==> src/rtl/lcornh_pkg.sv <==
package lcornh_pkg;

	localparam int N_LANES   = 4;
	localparam int SAMPLE_W  = 7;
	localparam int LVL_W     = 4;
	localparam int CW_W      = 4;
	localparam int SUM_W     = 6;
	localparam int DEN_W     = 9;
	localparam int QUO_W     = 15;
	localparam int HEIGHT_W  = 16;
	localparam int DIV_STEPS = QUO_W;

	localparam int BIT_SAME  = 4;
	localparam int BIT_ABOVE = 5;
	localparam int BIT_SOLID = 6;

	localparam logic [LVL_W-1:0]    LVL_SRC_MIN = 4'd8;
	localparam logic [LVL_W-1:0]    LVL_ZERO    = 4'd0;
	localparam logic [CW_W-1:0]     W_SOURCE    = 4'd11;
	localparam logic [CW_W-1:0]     W_FLOW      = 4'd1;
	localparam logic [CW_W-1:0]     DEPTH_DIV   = 4'd9;
	localparam logic [HEIGHT_W-1:0] Q_ONE       = 16'h8000;

	typedef struct packed {
		logic            above;
		logic [CW_W-1:0] cw;
		logic [CW_W-1:0] ws;
	} lane_t;

	typedef struct packed {
		logic above;
		logic none;
	} flags_t;

	typedef struct packed {
		logic [DEN_W-1:0] rem;
		logic [DEN_W-1:0] den;
		logic [QUO_W-1:0] quo;
		flags_t           flags;
	} div_t;

endpackage

==> src/rtl/lcornh_lane.sv <==
module lcornh_lane
	import lcornh_pkg::*;
(
	input  logic                clk,
	input  logic [SAMPLE_W-1:0] sample,
	output lane_t               lane_s1
);

	logic [LVL_W-1:0] lvl;
	logic             same;
	logic             solid;
	logic             src;
	lane_t            lane_d;

	always_comb begin
		lvl   = sample[LVL_W-1:0];
		same  = sample[BIT_SAME];
		solid = sample[BIT_SOLID];
		src   = (lvl == LVL_ZERO) || (lvl >= LVL_SRC_MIN);
		lane_d.above = sample[BIT_ABOVE];
		if (same) begin
			// source levels all have depth one ninth, so weight times depth is the weight
			lane_d.cw = src ? W_SOURCE : W_FLOW;
			lane_d.ws = src ? W_SOURCE : (lvl + W_FLOW);
		end else if (!solid) begin
			lane_d.cw = W_FLOW;
			lane_d.ws = DEPTH_DIV;
		end else begin
			lane_d.cw = '0;
			lane_d.ws = '0;
		end
	end

	always_ff @(posedge clk) begin
		lane_s1 <= lane_d;
	end

endmodule

==> src/rtl/lcornh_merge.sv <==
module lcornh_merge
	import lcornh_pkg::*;
(
	input  logic  clk,
	input  lane_t lanes_s1 [N_LANES],
	output div_t  div_s2
);

	logic [SUM_W-1:0] csum;
	logic [SUM_W-1:0] wsum;
	logic             above;
	logic [DEN_W-1:0] den;
	div_t             div_d;

	always_comb begin
		csum  = '0;
		wsum  = '0;
		above = 1'b0;
		for (int i = 0; i < N_LANES; i++) begin
			csum  = csum + SUM_W'(lanes_s1[i].cw);
			wsum  = wsum + SUM_W'(lanes_s1[i].ws);
			above = above | lanes_s1[i].above;
		end
		den = DEN_W'(csum) * DEN_W'(DEPTH_DIV);
		// every lane keeps its weighted depth at or below nine times its weight
		div_d.rem         = den - DEN_W'(wsum);
		div_d.den         = den;
		div_d.quo         = '0;
		div_d.flags.above = above;
		div_d.flags.none  = (csum == '0);
	end

	always_ff @(posedge clk) begin
		div_s2 <= div_d;
	end

endmodule

==> src/rtl/lcornh_div_stage.sv <==
module lcornh_div_stage
	import lcornh_pkg::*;
(
	input  logic clk,
	input  div_t din,
	output div_t dout
);

	logic [DEN_W:0] rem2;
	logic           qbit;
	div_t           d;

	always_comb begin
		rem2    = {din.rem, 1'b0};
		qbit    = (rem2 >= {1'b0, din.den});
		d       = din;
		d.rem   = qbit ? DEN_W'(rem2 - {1'b0, din.den}) : rem2[DEN_W-1:0];
		d.quo   = {din.quo[QUO_W-2:0], qbit};
	end

	always_ff @(posedge clk) begin
		dout <= d;
	end

endmodule

==> src/rtl/liquid_corner_height.sv <==
// done: a result strobes on done once its start bit has shifted through the valid chain into the done register
// throughput: one transaction per cycle, busy stays low; the 15-step divider is fully pipelined
// pipeline: lane stage, merge stage, 15 restoring divide stages, output register
// reset: arst_n clears the valid chain and done, in-flight transactions are dropped
// the receiver cannot stall, so no result is ever held back
module liquid_corner_height
	import lcornh_pkg::*;
(
	input  logic                clk,
	input  logic                arst_n,
	input  logic                start,
	output logic                busy,
	input  logic [SAMPLE_W-1:0] sample_0,
	input  logic [SAMPLE_W-1:0] sample_1,
	input  logic [SAMPLE_W-1:0] sample_2,
	input  logic [SAMPLE_W-1:0] sample_3,
	output logic                done,
	output logic [HEIGHT_W-1:0] height,
	output logic                no_samples
);

	localparam int VLD_LEN = DIV_STEPS + 2;

	logic [SAMPLE_W-1:0] samples [N_LANES];
	lane_t               lanes_s1 [N_LANES];
	div_t                chain [DIV_STEPS+1];
	logic [VLD_LEN-1:0]  vld_q;
	logic                done_q;
	logic [HEIGHT_W-1:0] height_q;
	logic                none_q;
	div_t                last;

	assign busy       = 1'b0;
	assign samples[0] = sample_0;
	assign samples[1] = sample_1;
	assign samples[2] = sample_2;
	assign samples[3] = sample_3;

	for (genvar i = 0; i < N_LANES; i++) begin : g_lane
		lcornh_lane u_lane (
			.clk     (clk),
			.sample  (samples[i]),
			.lane_s1 (lanes_s1[i])
		);
	end

	lcornh_merge u_merge (
		.clk      (clk),
		.lanes_s1 (lanes_s1),
		.div_s2   (chain[0])
	);

	for (genvar i = 0; i < DIV_STEPS; i++) begin : g_div
		lcornh_div_stage u_stage (
			.clk  (clk),
			.din  (chain[i]),
			.dout (chain[i+1])
		);
	end

	assign last = chain[DIV_STEPS];

	always_ff @(posedge clk or negedge arst_n) begin
		if (!arst_n) begin
			vld_q  <= '0;
			done_q <= 1'b0;
		end else begin
			vld_q  <= {vld_q[VLD_LEN-2:0], start & ~busy};
			done_q <= vld_q[VLD_LEN-1];
		end
	end

	always_ff @(posedge clk) begin
		if (last.flags.above) begin
			height_q <= Q_ONE;
			none_q   <= 1'b0;
		end else if (last.flags.none) begin
			height_q <= '0;
			none_q   <= 1'b1;
		end else begin
			height_q <= HEIGHT_W'(last.quo);
			none_q   <= 1'b0;
		end
	end

	assign done       = done_q;
	assign height     = height_q;
	assign no_samples = none_q;

	a_latency: assert property (@(posedge clk) disable iff (!arst_n)
		start |-> ##18 done)
		else $error("result strobe missing after start");

	a_no_spurious: assert property (@(posedge clk) disable iff (!arst_n)
		done |-> $past(vld_q[VLD_LEN-1]))
		else $error("done without a transaction in the pipe");

	a_range: assert property (@(posedge clk) disable iff (!arst_n)
		done |-> (height <= Q_ONE))
		else $error("height above one");

	a_empty: assert property (@(posedge clk) disable iff (!arst_n)
		(done && no_samples) |-> (height == '0))
		else $error("height not zero with no samples");

endmodule
==> config.mk <==
export PLATFORM = sky130hd
export DESIGN_NAME = liquid_corner_height
export DESIGN_NICKNAME = d
export VERILOG_FILES = /design/src/rtl/lcornh_pkg.sv /design/src/rtl/lcornh_lane.sv /design/src/rtl/lcornh_merge.sv /design/src/rtl/lcornh_div_stage.sv /design/src/rtl/liquid_corner_height.sv
export SDC_FILE = /design/constraint.sdc
export NUM_CORES = 1
export LEC_CHECK = 0
export ABC_AREA = 1
export CORE_MARGIN = 5
export CORE_UTILIZATION = 40
export CTS_CLUSTER_SIZE = 25
export DETAILED_ROUTE_END_ITERATION = 8
export DONT_BUFFER_PORTS = 1
export GPL_TIMING_DRIVEN = 0
export PLACE_DENSITY_LB_ADDON = 0.25
export SLEW_MARGIN = 20
export SYNTH_ARGS = -nofsm -noshare
export SYNTH_HDL_FRONTEND = slang
export SYNTH_SLANG_ARGS = --single-unit
==> constraint.sdc <==
create_clock -name clk -period 4.2 [get_ports clk]
set_input_delay 0.63 -clock clk [delete_from_list [all_inputs] [get_ports clk]]
set_output_delay 0.63 -clock clk [all_outputs]
set_load 0.05 [all_outputs]
==> impl_results.md <==
* Status: complete, no violations
* Syn_nets at 2666
* Commonest non-fill, non-tap cells in the layout: 717 x nand2_1, 466 x dfxtp_1, 458 x inv_1, 213 x nand3_1, 161 x ha_1
* RR Startpoint: g_lane[1].u_lane.lane_s1[4]
* Fillers at 4793
* RSZ-0062 raised after global routing: true
* Overflow after GRT at 0
* Area of placed instances at 21000 µm²
* # diodes at 0
* DR vias/cell at 4.36
* Setup Skew at 20.3 ps
* R2r setup slk at 60 ps
* Crit-path max FO at 5
* Initial antenna violation count at 0
* Synth Register Bits at 485
* Register area at 9800 µm²
* Die Area at 55000 µm²
* Initial DRC count at 588
* Startpoint types: flip-flop
* CTS sink count at 485
* Routed len/inst at 11.4 µm
* Final min period at 4140 ps
* Root Driver: clkbuf_16
* ANT nets after route at 0
* Slew HR at 51.0%
* Final WL at 36700 µm
* Total of warnings raised by yosys at 0
* Period Utilization, post-route at 98.5%
* CTS buffer count at 52
* # port buffers at 0
* Post-synthesis sequential area ratio at 48.6%
* Post-Syn Instances at 2441
* Largest net degree at the start of global routing at 19
* Fmax at 0.242 GHz
* CTS max path bufs at 3
* Setup CP Type: reg2reg
* Initial core utilization at 40.4%
* Gr usage total at 13.5%
* Hold Violations, Final at 0
* HP Class: in2reg
* Syn-to-layout area delta at 13.7%
* Final Net Count at 2728
* Post-Syn Area per Cell at 8.26 µm²
* DRT Pass-1 Iters at 5
* Routed via count at 14020
* Netlist cell types at 37
* Worst-skew pair later-pin latency at 600 ps
* Most common cell after layout, fill and taps aside: nand2_1
* Crit path required time at 4690 ps
* Hpwl dp at 28300 µm
* Max Slew Vio Count at 0
* Clock-pin slew on the worst setup and hold paths at 60 ps
* CTS tree: built
* First-pass GRT wire length at 62200 µm
* Total core area at 50000 µm²
* DRC at 0
* Final setup fails at 0
* Die width at 235 µm
* Crit path from: g_lane[1].u_lane.lane_s1[4]
* Max_cap viols at 0
* Crit path DAT at 4620 ps
* Die Height at 235 µm
* Multi-input logic area at 8660 µm²
* Num ports at 50
* Worst-Margin Slew at 732 ps
* Cell area after layout at 22900 µm²
* Number of global-route vias before repair at 13506
* GP Congestion at 0.836
* Synth Cell Area at 20200 µm²
* H-Tree Depth at 2
* Layout cells sized above 1 at 7.04%
* Site Rows at 82
* CP endpoint kind: flip-flop
* Min-delay src: sample_3[5]
[metrics by stage]
step	std cells	TNS (ps)	setup slack, ps	util, %	hold WS, ps
floorplan	2441	0	155	-	310
global placement	3113	-137	-137	42.0	311
detailed placement	3113	-253	-185	42.0	312
CTS	3209	0	1.97	45.7	12.1
global route	3214	-153	-121	45.9	13.2
finish	3214	0	64.1	45.9	66.8
[per-layer routing]
metal | vias to the layer above | GRT usage, % | routed length [µm]
met2 | 180 | 23.5 | 17400
met4 | 0 | 3.89 | 822
met5 | - | 0 | 0
met1 | 6182 | 16.9 | 16800
li1 | 7593 | - | -
met3 | 65 | 3.06 | 1670
[worst max-delay path, stage by stage (launching register included)]
cell and delay, ps:
dfxtp_2 330, ha_4 160, fa_1 460, fa_1 520, ha_2 180, inv_2 40
fa_2 600, inv_4 40, ha_4 270, inv_2 40, fa_1 550, inv_2 60
ha_4 290, nand2_2 50, nor2_1 100, nand2_1 90, nand4_1 110, nor2_1 50
nand2_1 50, nand2_1 40
[final timing paths]
path                                                to  cells past startpoint
max                                 u_merge.div_s2[34]                     19
min                        g_lane[3].u_lane.lane_s1[8]                      0
max reg2reg                         u_merge.div_s2[34]                     19
min reg2reg                   g_div[9].u_stage.dout[6]                      0
max in group asynchronous                    vld_q[13]                      1
min in group asynchronous                    vld_q[14]                      1
[layout make-up]
| type | count | share of cell area [%] |
|---|---|---|
| Sequential cell | 485 | 42.8 |
| Multi-Input combinational cell | 1482 | 37.8 |
| Inverter | 466 | 7.64 |
| Clock buffer | 73 | 6.55 |
| Tap cell | 672 | 3.67 |
| Clock inverter | 20 | 1.03 |
| Buffer | 8 | 0.284 |
| Timing Repair Buffer | 8 | 0.273 |
[registers in the layout, indices dropped and copies added (netlist names)]
register,cells
no_samples,1
done,1
height,16
u_merge.div_s2,20
vld_q,17
g_div.u_stage.dout,402
g_lane.u_lane.lane_s1,28
[logic make-up after synthesis]
| logic type | after synthesis | synth area share (%) |
|---|---|---|
| AO/OA/AOI/OAI | 114 | 3.16 |
| XOR/XNOR | 56 | 2.43 |
| adder cells (fa/ha/maj) | 194 | 13.0 |
| buffers and inverters | 474 | 9.00 |
| flip-flops | 485 | 48.6 |
| other | 1 | 0.0186 |
| AND/OR/NAND/NOR | 1117 | 23.7 |
[synth_stat cells]
library cell	n	area, µm²
buf_4	1	7.51
inv_2	1	3.75
dfrtp_1	18	450
nor3_1	15	75.1
xor2_1	31	272
a21oi_2	10	87.6
a31oi_1	1	6.26
nand3_1	216	1080
nor2_1	97	364
clkbuf_2	1	5.00
xnor2_1	25	219
o41ai_1	2	17.5
o21bai_2	1	11.3
ha_1	167	2090
nand3b_1	10	75.1
clkbuf_1	2	7.51
nand2_8	4	80.1
nand2_4	14	158
conb_1	1	3.75
nand2_1	723	2710
fa_1	27	541
o211ai_1	1	7.51
or4_1	1	7.51
or2_2	7	43.8
a21o_1	2	15.0
nand4_1	4	25.0
nor2b_1	1	6.26
nor3b_1	1	7.51
nand2_2	20	125
dfxtp_1	467	9350
a21oi_1	85	425
buf_6	4	45.0
a211oi_1	1	7.51
and2_1	4	25.0
o21bai_1	2	15.0
inv_1	465	1750
o21ai_0	9	45.0
[timing repair]
| item | in CTS | in global routing |
|---|---|---|
| gates resized for setup | 12 | 20 |
| pin swaps | 5 | 17 |
| hold buffers | 1 | 0 |
| setup buffers | 2 | 5 |
| hold endpoints to repair | 18 | 0 |
| setup endpoints to repair | 3 | 3 |
| gates cloned | 0 | 0 |
Power is left out: the tool's default activity adds up to more than one toggle a clock period on the data nets, which glitch-free logic cannot reach.
